`src/rtl/ttsi_pkg.sv`:
```
// shared types and constants of the tick timestamp interpolator
// used by the serial multiplier, the serial divider and the top level
`default_nettype none

package ttsi_pkg;

   localparam int TS_WIDTH    = 64;
   localparam int WHOLE_WIDTH = 32;
   localparam int FRAC_WIDTH  = 31;
   localparam int ACC_WIDTH   = FRAC_WIDTH + 1;
   localparam int MUL_CNT_W   = $clog2(WHOLE_WIDTH);
   localparam int DIV_CNT_W   = $clog2(TS_WIDTH);

   localparam logic OP_TICK = 1'b0;
   localparam logic OP_READ = 1'b1;

   localparam logic CSR_WHOLE_MS = 1'b0;
   localparam logic CSR_FRACTION = 1'b1;

   localparam logic [WHOLE_WIDTH-1:0] WHOLE_RESET = WHOLE_WIDTH'(1);

   typedef logic [TS_WIDTH-1:0] word_type;

   typedef struct packed {
      logic [TS_WIDTH-1:0] timestamp_ms;
      logic [TS_WIDTH-1:0] tick_count;
      logic                callout;
   } rsp_type;

endpackage

`default_nettype wire

```
`src/rtl/tick_timestamp_interpolator.sv`:
```
// tick timestamp interpolator top level: tick/read requests, state, response register
// depends on ttsi_pkg, ttsi_mul and ttsi_div
//
// usage:
//   request channel (req_valid/req_stall): req_operation selects a tick or a read,
//   req_counter_sample is the free-running counter value for that request.
//   response channel (rsp_valid/rsp_stall): exactly one response per request,
//   carrying the timestamp, the tick count and the callout flag.
//   csr channel (csr_valid/csr_ready, always ready): index 0 sets whole ms per
//   tick, index 1 sets the fraction per tick; write only while idle.
// response path and throughput:
//   a tick, or a read before any span is known, answers in the cycle after accept.
//   a read with a known span runs through the serial multiplier, then the serial
//   divider, then a handoff state before its response; the divider produces one
//   quotient bit per cycle. one request is in work at a time.
// reset: synchronous, clears the clock, tick count, fraction accumulator, last
//   sample and span; whole ms per tick returns to 1, fraction to 0.
// stall: a held response keeps its payload, and no new request is taken until
//   the response register can be loaded.
`default_nettype none

module tick_timestamp_interpolator #(
   parameter int COUNT_WIDTH = 64
) (
   input  wire                               clock,
   input  wire                               reset,
   input  wire                               req_valid,
   output logic                              req_stall,
   input  wire                               req_operation,
   input  wire [63:0]                        req_counter_sample,
   output logic                              rsp_valid,
   input  wire                               rsp_stall,
   output logic signed [63:0]                rsp_timestamp_ms,
   output logic [63:0]                       rsp_tick_count,
   output logic                              rsp_callout,
   input  wire                               csr_valid,
   output logic                              csr_ready,
   input  wire                               csr_index,
   input  wire [31:0]                        csr_data
);

   localparam logic [1:0] S_IDLE = 2'd0;
   localparam logic [1:0] S_MUL  = 2'd1;
   localparam logic [1:0] S_DIV  = 2'd2;
   localparam logic [1:0] S_DONE = 2'd3;

   logic [1:0]                           state_ff, state_in;
   logic [ttsi_pkg::WHOLE_WIDTH-1:0]     whole_ff, whole_in;
   logic [ttsi_pkg::FRAC_WIDTH-1:0]      frac_ff, frac_in;
   ttsi_pkg::word_type                   timestamp_ff, timestamp_in;
   ttsi_pkg::word_type                   ticks_ff, ticks_in;
   logic [ttsi_pkg::ACC_WIDTH-1:0]       facc_ff, facc_in;
   logic [COUNT_WIDTH-1:0]               last_ff, last_in;
   logic [COUNT_WIDTH-1:0]               span_ff, span_in;
   logic                                 rsp_valid_ff, rsp_valid_in;
   ttsi_pkg::rsp_type                    rsp_ff, rsp_in;

   logic                                 req_accept;
   logic                                 out_free;
   logic [COUNT_WIDTH-1:0]               sample;
   logic [COUNT_WIDTH-1:0]               sample_diff;
   logic [ttsi_pkg::ACC_WIDTH-1:0]       facc_sum;
   logic                                 frac_carry;
   logic                                 mul_start;
   logic                                 mul_done;
   ttsi_pkg::word_type                   mul_product;
   logic                                 div_done;
   ttsi_pkg::word_type                   div_quotient;

   assign out_free   = !rsp_valid_ff || !rsp_stall;
   assign req_stall  = (state_ff != S_IDLE) || !out_free;
   assign req_accept = req_valid && !req_stall;
   assign csr_ready  = 1'b1;

   assign sample      = req_counter_sample[COUNT_WIDTH-1:0];
   assign sample_diff = sample - last_ff;
   assign facc_sum    = facc_ff + {1'b0, frac_ff};
   assign frac_carry  = facc_sum[ttsi_pkg::ACC_WIDTH-1] &&
                        (facc_sum[ttsi_pkg::FRAC_WIDTH-1:0] != '0);
   assign mul_start   = req_accept && (req_operation == ttsi_pkg::OP_READ) &&
                        (span_ff != '0);

   ttsi_mul u_mul (
      .clock        (clock),
      .reset        (reset),
      .start        (mul_start),
      .multiplicand (ttsi_pkg::TS_WIDTH'(sample_diff)),
      .multiplier   (whole_ff),
      .done         (mul_done),
      .product      (mul_product)
   );

   ttsi_div #(
      .CW (COUNT_WIDTH)
   ) u_div (
      .clock    (clock),
      .reset    (reset),
      .start    (mul_done),
      .dividend (mul_product),
      .divisor  (span_ff),
      .done     (div_done),
      .quotient (div_quotient)
   );

   always_comb begin
      state_in     = state_ff;
      whole_in     = whole_ff;
      frac_in      = frac_ff;
      timestamp_in = timestamp_ff;
      ticks_in     = ticks_ff;
      facc_in      = facc_ff;
      last_in      = last_ff;
      span_in      = span_ff;
      rsp_valid_in = rsp_valid_ff && rsp_stall;
      rsp_in       = rsp_ff;

      if (csr_valid && csr_ready) begin
         case (csr_index)
            ttsi_pkg::CSR_WHOLE_MS: whole_in = csr_data;
            ttsi_pkg::CSR_FRACTION: frac_in  = csr_data[ttsi_pkg::FRAC_WIDTH-1:0];
            default: ;
         endcase
      end

      case (state_ff)
         S_IDLE: begin
            if (req_accept) begin
               if (req_operation == ttsi_pkg::OP_TICK) begin
                  if (last_ff != '0) begin
                     span_in = sample_diff;
                  end
                  last_in      = sample;
                  ticks_in     = ticks_ff + 1'b1;
                  timestamp_in = timestamp_ff + ttsi_pkg::TS_WIDTH'(whole_ff) +
                                 ttsi_pkg::TS_WIDTH'(frac_carry);
                  facc_in      = frac_carry ?
                                 {1'b0, facc_sum[ttsi_pkg::FRAC_WIDTH-1:0]} : facc_sum;
                  rsp_valid_in        = 1'b1;
                  rsp_in.timestamp_ms = timestamp_in;
                  rsp_in.tick_count   = ticks_in;
                  rsp_in.callout      = 1'b1;
               end else if (span_ff == '0) begin
                  rsp_valid_in        = 1'b1;
                  rsp_in.timestamp_ms = timestamp_ff;
                  rsp_in.tick_count   = ticks_ff;
                  rsp_in.callout      = 1'b0;
               end else begin
                  state_in = S_MUL;
               end
            end
         end
         S_MUL: begin
            if (mul_done) begin
               state_in = S_DIV;
            end
         end
         S_DIV: begin
            if (div_done) begin
               state_in = S_DONE;
            end
         end
         S_DONE: begin
            if (out_free) begin
               rsp_valid_in        = 1'b1;
               rsp_in.timestamp_ms = timestamp_ff + div_quotient;
               rsp_in.tick_count   = ticks_ff;
               rsp_in.callout      = 1'b0;
               state_in            = S_IDLE;
            end
         end
         default: state_in = S_IDLE;
      endcase
   end

   always_ff @(posedge clock) begin
      if (reset) begin
         state_ff     <= S_IDLE;
         whole_ff     <= ttsi_pkg::WHOLE_RESET;
         frac_ff      <= '0;
         timestamp_ff <= '0;
         ticks_ff     <= '0;
         facc_ff      <= '0;
         last_ff      <= '0;
         span_ff      <= '0;
         rsp_valid_ff <= 1'b0;
      end else begin
         state_ff     <= state_in;
         whole_ff     <= whole_in;
         frac_ff      <= frac_in;
         timestamp_ff <= timestamp_in;
         ticks_ff     <= ticks_in;
         facc_ff      <= facc_in;
         last_ff      <= last_in;
         span_ff      <= span_in;
         rsp_valid_ff <= rsp_valid_in;
      end
      rsp_ff <= rsp_in;
   end

   assign rsp_valid        = rsp_valid_ff;
   assign rsp_timestamp_ms = rsp_ff.timestamp_ms;
   assign rsp_tick_count   = rsp_ff.tick_count;
   assign rsp_callout      = rsp_ff.callout;

`ifndef SYNTH
   a_read_starts_mul: assert property (@(posedge clock) disable iff (reset)
      mul_start |=> (state_ff == S_MUL))
      else $error("read with known span did not enter multiply");

   a_mul_done_in_mul: assert property (@(posedge clock) disable iff (reset)
      mul_done |-> (state_ff == S_MUL))
      else $error("multiplier finished outside multiply state");

   a_div_done_in_div: assert property (@(posedge clock) disable iff (reset)
      div_done |-> (state_ff == S_DIV))
      else $error("divider finished outside divide state");

   a_tick_responds: assert property (@(posedge clock) disable iff (reset)
      (req_accept && (req_operation == ttsi_pkg::OP_TICK)) |=> (rsp_valid_ff && rsp_callout))
      else $error("tick request did not produce a callout response");

   a_div_span_nonzero: assert property (@(posedge clock) disable iff (reset)
      (state_ff == S_DIV) |-> (span_ff != '0))
      else $error("division with zero span");
`endif

endmodule

`default_nettype wire

```
`src/rtl/ttsi_mul.sv`:
```
// bit-serial shift-and-add multiplier, one multiplier bit per cycle
// product wraps at 64 bits; depends on ttsi_pkg
`default_nettype none

module ttsi_mul (
   input  wire                                 clock,
   input  wire                                 reset,
   input  wire                                 start,
   input  wire ttsi_pkg::word_type             multiplicand,
   input  wire [ttsi_pkg::WHOLE_WIDTH-1:0]     multiplier,
   output logic                                done,
   output ttsi_pkg::word_type                  product
);

   ttsi_pkg::word_type                 mcand_ff, mcand_in;
   ttsi_pkg::word_type                 acc_ff, acc_in;
   logic [ttsi_pkg::WHOLE_WIDTH-1:0]   mplier_ff, mplier_in;
   logic [ttsi_pkg::MUL_CNT_W-1:0]     cnt_ff, cnt_in;
   logic                               busy_ff, busy_in;
   logic                               done_ff, done_in;

   always_comb begin
      mcand_in  = mcand_ff;
      acc_in    = acc_ff;
      mplier_in = mplier_ff;
      cnt_in    = cnt_ff;
      busy_in   = busy_ff;
      done_in   = 1'b0;
      if (start) begin
         mcand_in  = multiplicand;
         mplier_in = multiplier;
         acc_in    = '0;
         cnt_in    = '0;
         busy_in   = 1'b1;
      end else if (busy_ff) begin
         if (mplier_ff[0]) begin
            acc_in = acc_ff + mcand_ff;
         end
         mcand_in  = {mcand_ff[ttsi_pkg::TS_WIDTH-2:0], 1'b0};
         mplier_in = {1'b0, mplier_ff[ttsi_pkg::WHOLE_WIDTH-1:1]};
         cnt_in    = cnt_ff + 1'b1;
         if (cnt_ff == ttsi_pkg::MUL_CNT_W'(ttsi_pkg::WHOLE_WIDTH - 1)) begin
            busy_in = 1'b0;
            done_in = 1'b1;
         end
      end
   end

   always_ff @(posedge clock) begin
      if (reset) begin
         busy_ff <= 1'b0;
         done_ff <= 1'b0;
      end else begin
         busy_ff <= busy_in;
         done_ff <= done_in;
      end
      mcand_ff  <= mcand_in;
      acc_ff    <= acc_in;
      mplier_ff <= mplier_in;
      cnt_ff    <= cnt_in;
   end

   assign done    = done_ff;
   assign product = acc_ff;

endmodule

`default_nettype wire

```
`src/rtl/ttsi_div.sv`:
```
// restoring divider, one quotient bit per cycle over the 64-bit dividend
// divisor is CW bits and nonzero; depends on ttsi_pkg
`default_nettype none

module ttsi_div #(
   parameter int CW = 64
) (
   input  wire                      clock,
   input  wire                      reset,
   input  wire                      start,
   input  wire ttsi_pkg::word_type  dividend,
   input  wire [CW-1:0]             divisor,
   output logic                     done,
   output ttsi_pkg::word_type       quotient
);

   ttsi_pkg::word_type               quo_ff, quo_in;
   logic [CW-1:0]                    rem_ff, rem_in;
   logic [CW-1:0]                    dsr_ff, dsr_in;
   logic [ttsi_pkg::DIV_CNT_W-1:0]   cnt_ff, cnt_in;
   logic                             busy_ff, busy_in;
   logic                             done_ff, done_in;
   logic [CW:0]                      shifted;
   logic [CW:0]                      diff;
   logic                             qbit;

   always_comb begin
      shifted = {rem_ff, quo_ff[ttsi_pkg::TS_WIDTH-1]};
      diff    = shifted - {1'b0, dsr_ff};
      qbit    = (shifted >= {1'b0, dsr_ff});
      quo_in  = quo_ff;
      rem_in  = rem_ff;
      dsr_in  = dsr_ff;
      cnt_in  = cnt_ff;
      busy_in = busy_ff;
      done_in = 1'b0;
      if (start) begin
         quo_in  = dividend;
         rem_in  = '0;
         dsr_in  = divisor;
         cnt_in  = '0;
         busy_in = 1'b1;
      end else if (busy_ff) begin
         rem_in = qbit ? diff[CW-1:0] : shifted[CW-1:0];
         quo_in = {quo_ff[ttsi_pkg::TS_WIDTH-2:0], qbit};
         cnt_in = cnt_ff + 1'b1;
         if (cnt_ff == ttsi_pkg::DIV_CNT_W'(ttsi_pkg::TS_WIDTH - 1)) begin
            busy_in = 1'b0;
            done_in = 1'b1;
         end
      end
   end

   always_ff @(posedge clock) begin
      if (reset) begin
         busy_ff <= 1'b0;
         done_ff <= 1'b0;
      end else begin
         busy_ff <= busy_in;
         done_ff <= done_in;
      end
      quo_ff <= quo_in;
      rem_ff <= rem_in;
      dsr_ff <= dsr_in;
      cnt_ff <= cnt_in;
   end

   assign done     = done_ff;
   assign quotient = quo_ff;

endmodule

`default_nettype wire
```
`config.mk`:
```
export PLATFORM = sky130hd
export DESIGN_NAME = tick_timestamp_interpolator
export DESIGN_NICKNAME = d
export VERILOG_FILES = /design/src/rtl/ttsi_pkg.sv /design/src/rtl/tick_timestamp_interpolator.sv /design/src/rtl/ttsi_mul.sv /design/src/rtl/ttsi_div.sv
export SDC_FILE = /design/constraint.sdc
export NUM_CORES = 2
export LEC_CHECK = 0
export ABC_AREA = 1
export BUFFER_PORTS_ARGS = -buffer_cell sky130_fd_sc_hd__buf_2
export CAP_MARGIN = 20
export CORE_MARGIN = 3
export CORE_UTILIZATION = 30
export DETAILED_ROUTE_END_ITERATION = 7
export GPL_TIMING_DRIVEN = 0
export SLEW_MARGIN = 20
export SYNTH_ARGS = -nofsm -noshare
export SYNTH_HDL_FRONTEND = slang
export SYNTH_SLANG_ARGS = --single-unit
```
`constraint.sdc`:
```
create_clock -name clock -period 21 [get_ports clock]
set_clock_uncertainty 0.1 [all_clocks]
set_input_delay 6.3 -clock clock [delete_from_list [all_inputs] [get_ports clock]]
set_output_delay 6.3 -clock clock [all_outputs]
set_load 0.01 [all_outputs]
```
After elaboration in Yosys (flattened, before gate mapping):

Cells that the tools add are included.

* register bits after elaboration: 850
* output and inout bits: 132
* word-level logic and storage cells: 113

* add/sub/neg operators: 10
* magnitude comparators: 1
* eq/ne operators: 12
* mux-type cells: 33
* bitwise logic cells: 4
* reductions and logical operators: 29

Operators with widths (count)
* $mux W129: 4
* $mux W64: 5
* $pmux W129 S2: 1
* $add A64 B64 Y64: 2
* $reduce_bool A64 Y1: 2
* $sub A64 B64 Y64: 2
* $mux W32: 3
* $ge A65 B64 Y1: 1
* $add A64 B1 Y64: 1
* $add A64 B1 Y64 const B: 1
* $add A64 B32 Y64: 1
* $logic_not A64 Y1: 1
* $add A32 B31 Y32: 1
* $reduce_bool A31 Y1: 1
* $mux W1: 12
* $mux W2: 6
* $ne A2 B2 Y1 const B: 4
* $pmux W2 S4: 1
* $reduce_and A4 Y1: 2
* $reduce_bool A2 Y1: 4
* $add A6 B1 Y6 const B: 1
* $eq A6 B6 Y1 const B: 1
* $reduce_and A2 Y1: 3
* $reduce_and A6 Y1: 1
* 14 further kinds: 28

Logic depth before layout (Yosys ltp):

* depth in word-level cells: 9
* gate-level depth with buffers: 33
* gate-level depth less buffers: 33

Modules after synthesis:

From an unflattened synthesis, not the netlist that was laid out.

* cell total of the unflattened synthesis: 9996
* area total of the unflattened synthesis: 63538.4 µm²

By module, submodules not included
* tick_timestamp_interpolator: times used 1, cells each 5769, area an instance 36585.1 µm², seq. area each 10960.5 µm²
* ttsi_div: times used 1, cells each 2190, area an instance 14341.3 µm², seq. area each 5285.1 µm²
* ttsi_mul: times used 1, cells each 2037, area an instance 12612.1 µm², seq. area each 4304.1 µm²

Worst setup path before layout:

OpenSTA, ideal clock, no wires.

* path type: input -> register
* start: input rsp_stall
* end: register rsp_ff, in the netlist rsp_callout (enable)
* library setup time: 0.660 ns
* arrival: 12.960 ns
* required time: 20.240 ns
* slack: 7.279 ns
* cell stages on the path: 5
* buffers on the path: 0
* path through: nand2_1 > nand2_1 > nor2_1 > o22ai_1 > a21oi_1

* longest elaborated chain between the ends: 8

RTL lines
* from (decl): RTL line tick_timestamp_interpolator.sv:32 `input wire rsp_stall,`
* $logic_not A1 Y1: RTL line tick_timestamp_interpolator.sv:70 `assign out_free = !rsp_valid_ff || !rsp_stall;`
* $logic_or A1 B1 Y1: RTL line tick_timestamp_interpolator.sv:70
* $logic_not A1 Y1: RTL line tick_timestamp_interpolator.sv:71 `assign req_stall = (state_ff != S_IDLE) || !out_free;`
* $logic_or A1 B1 Y1: RTL line tick_timestamp_interpolator.sv:71
* named net req_stall: RTL line tick_timestamp_interpolator.sv:28 `output logic req_stall,`
* $logic_not A1 Y1: RTL line tick_timestamp_interpolator.sv:72 `assign req_accept = req_valid && !req_stall;`
* $logic_and A1 B1 Y1: RTL line tick_timestamp_interpolator.sv:72
* $ne A2 B2 Y1 (no line)
* $reduce_and A4 Y1 (no line)
* to (signal assigned): RTL line tick_timestamp_interpolator.sv:197 `rsp_ff <= rsp_in;`
* to (decl): RTL line tick_timestamp_interpolator.sv:56 `ttsi_pkg::rsp_type rsp_ff, rsp_in;`

The timed path passes the listed nets, and every way through them passes these cells.
A chain may end at the register's enable or synchronous reset.

Worst setup path in the final report:

* start: input rsp_stall
* end: output req_stall

* longest elaborated chain between the ends: 4

RTL lines (RTL line)
* $logic_not A1 Y1: tick_timestamp_interpolator.sv:70
* $logic_or A1 B1 Y1: tick_timestamp_interpolator.sv:70
* $logic_not A1 Y1: tick_timestamp_interpolator.sv:71
* $logic_or A1 B1 Y1: tick_timestamp_interpolator.sv:71
* to (decl): tick_timestamp_interpolator.sv:28

Every way passes these cells.

==> out/metrics.yaml <==
finalSetupViolCount: 0
count_of_buffers_from_port_buffering: 232
cts-root-buf: "sky130_fd_sc_hd__clkbuf_16"
timing.hold.worst_endpoint: "u_div.dsr_ff[32]"
min_from: "span_ff[32]"
finalInstanceArea_um2: 68900
synth.yosys.seq_area_share: 0.340
synth-seq-cells: 850
ir_drop_mv: 0.0658
layout_common_cells: "1983 x sky130_fd_sc_hd__nand2_1, 1558 x sky130_fd_sc_hd__inv_1, 1026 x sky130_fd_sc_hd__nor2_1"
clock_tree_from_tritoncts: "yes"
synth_enable_flop_cells: 353
syn_avg_cell_area_um2: 6.65
hold_buffers: 0
finish.utilization: 0.345
detailed_place.area_um2: 65300
critical_path.reg2reg.startpoint: "frac_ff[0]"
cts_made_buffers: 102
worstPathMaxFanout: 4
worst-r2r-cell-count: 23
io-pin-count: 235
dieWidth_um: 455
grtUsageTotal: 0.250
worst_pin_slew_ps: 1220
hold_depth: 0
dp_hpwl_mm: 225
setup-tns-final_ps: 0
cts-resized-gates: 0
data_arrival_time_of_the_worst_path_ps: 7380
drt_iter0_drc: 6160
hold-worst-slack_ps: 333
hold_class: "flop to flop"
finalNetCount: 9860
slowest_stage: "sky130_fd_sc_hd__nand2_1"
cts.path.max_buffers: 3
ys_types: 57
place_congestion: 1.02
reg2reg_slack_ps: 15210
timing.final.crit_period_ps: 13780
numPlacedInstances: 12000
h-tree-depth: 3
leakage_nw: 31.2
later_pin_clock_latency_in_the_skew_report_ps: 770
yosys_warnings: 0
stdcell_count: 12200
globalRoute.totalOverflow: 0
timing.fmax_ghz: 0.0726
starting_density_of_the_core: 0.302
drt-pass1-iter-count: 6
power-per-cell-area_nw_per_um2: 110
drv_slew: 0
pre_cts_ws_ps: 7240
finalPower_mw: 7.55
drive_gt1_frac: 0.0595
grt_start_max_net_pins: 62
grt_setup_unrepaired: "no"
async_reset_ff_frac: 0
critPathLaunchType: "input port"
postRouteWirelength_mm: 269
timing.critical_path.buf_inv: 2
crit_path_end_kind: "primary output"
critical_path.max_stage_delay_ps: 370
core.rowCount: 164
worstPathRequired_ps: 14600
cp_cell_sequence: "buf_2 -> nand2_1 -> nand2_1 -> buf_2"
clock-sinks: 850
cts.repair_timing.setup_buffer_count: 0
drc_errors: 0
max_slew_margin: 0.181
cap_viol_max_count: 0
worst_r2r_endpoint: "rsp_timestamp_ms[22]"
report.final.hold_viol_count: 0
grt_pass1_vias: 58400
clk_pin_slew_ps: 60
area_delta_synth_final_pct: 14.2
floorplan.die.height_um: 455
detail_route.vias_per_cell: 5.15
final_routed_wire_length_divided_by_cell_count_um: 22.0
path_delay_family: "simple AND/OR/NAND/NOR gates"
synth_area_um2: 60400
final_min_period_over_clock_period: 0.656
category_of_the_most_critical_setup_path: "input port to primary output"
status: "completed"
design.die.area_um2: 207000
core-area_um2: 200000
post_synth_net_total: 9509
most_common_cell_after_layout_fill_and_taps_aside: "sky130_fd_sc_hd__nand2_1"
routed-via-count: 62800
synth_cells: 9076
ant_nets: 0
first_pass_grt_wire_length_mm: 383
synth-main-ff-cell: "sky130_fd_sc_hd__dfxtp_1"
final_critical_path_setup_slack_ps: 7220
grt_antenna_before_repair: 15
## sequential cells by signal, summed over array words and instances, names as in the netlist, 2 cells and up
register	flops
rsp_tick_count	64
last_ff	64
u_div.quotient	64
frac_ff	31
u_mul.product	64
rsp_timestamp_ms	64
state_ff	2
u_mul.mplier_ff	32
whole_ff	32
u_div.rem_ff	64
u_mul.mcand_ff	64
facc_ff	32
u_div.dsr_ff	64
span_ff	64
ticks_ff	64
timestamp_ff	64
u_div.cnt_ff	6
u_mul.cnt_ff	5
## worst max-delay path by stage
| stage | end | cells past startpoint | start |
|---|---|---|---|
| finish | req_stall | 4 | rsp_stall |
| floorplan | rsp_callout | 5 | rsp_stall |
| detailed placement | req_stall | 4 | rsp_stall |
| CTS | req_stall | 4 | rsp_stall |
| global route | req_stall | 4 | rsp_stall |
| global placement | rsp_tick_count[51] | 6 | rsp_stall |
## area by class of cell
class | instances | area, µm²
Buffer | 245 | 1090
Clock buffer | 114 | 2650
Multi-Input combinational cell | 6415 | 32900
Tap cell | 2656 | 3320
Clock inverter | 80 | 1000
Sequential cell | 850 | 20600
Fill cell | 21900 | 131000
Timing Repair Buffer | 247 | 1520
Inverter | 1566 | 5880
Antenna cell | 11 | 27.5
## cells by family (layout without fill, tap and decap cells)
logic type | Yosys count | in the layout | synth area share
fa+ha+maj | 330 | 330 | 0.0693
compound gates | 1914 | 1914 | 0.172
xor+xnor | 183 | 183 | 0.0265
other cells | 1 | 12 | 0.0000621
mux | 1 | 1 | 0.000166
simple gates | 3986 | 3986 | 0.276
buf+inv | 1811 | 2252 | 0.115
flops | 850 | 850 | 0.340
## report_power, final
| part | internal [mW] | total (mW) | switching [mW] |
|---|---|---|---|
| Sequential | 2.15 | 2.46 | 0.302 |
| Clock | 1.12 | 1.95 | 0.829 |
| Combinational | 0.950 | 3.15 | 2.20 |
| Total | 4.22 | 7.55 | 3.33 |
## cells in the mapped netlist (24+ instances only)
library cell / number / area share
sky130_fd_sc_hd__o211ai_1: 100 / 0.012
sky130_fd_sc_hd__inv_1: 1558 / 0.097
sky130_fd_sc_hd__o21ai_0: 773 / 0.064
sky130_fd_sc_hd__dfxtp_1: 497 / 0.16
sky130_fd_sc_hd__o21bai_1: 80 / 0.0099
sky130_fd_sc_hd__xor2_1: 114 / 0.017
sky130_fd_sc_hd__nor3_1: 125 / 0.010
sky130_fd_sc_hd__o21a_1: 32 / 0.0040
sky130_fd_sc_hd__edfxtp_1: 353 / 0.18
sky130_fd_sc_hd__or2_2: 24 / 0.0025
sky130_fd_sc_hd__a31oi_1: 65 / 0.0067
sky130_fd_sc_hd__nand3b_1: 41 / 0.0051
sky130_fd_sc_hd__buf_2: 30 / 0.0025
sky130_fd_sc_hd__ha_1: 323 / 0.067
sky130_fd_sc_hd__nor4_1: 42 / 0.0044
sky130_fd_sc_hd__a21oi_1: 754 / 0.063
sky130_fd_sc_hd__clkbuf_1: 181 / 0.011
sky130_fd_sc_hd__nand2_1: 1984 / 0.12
sky130_fd_sc_hd__o21ai_1: 28 / 0.0023
sky130_fd_sc_hd__nand3_1: 596 / 0.049
sky130_fd_sc_hd__a21o_1: 40 / 0.0050
sky130_fd_sc_hd__nor2_1: 1026 / 0.064
sky130_fd_sc_hd__xnor2_1: 69 / 0.010
sky130_fd_sc_hd__nand4_1: 93 / 0.0096
## routing by layer
metal  share of wire  routed length [µm]  up-vias  GRT usage
met5        0.000026                   7        -          0
met3           0.065               17500      361     0.0276
li1                -                   -    30400          -
met2            0.45              120000     2288      0.401
met4           0.044               11700        2     0.0983
met1            0.45              120000    29700      0.342
Note: power is estimated with default switching activity, not from simulation.
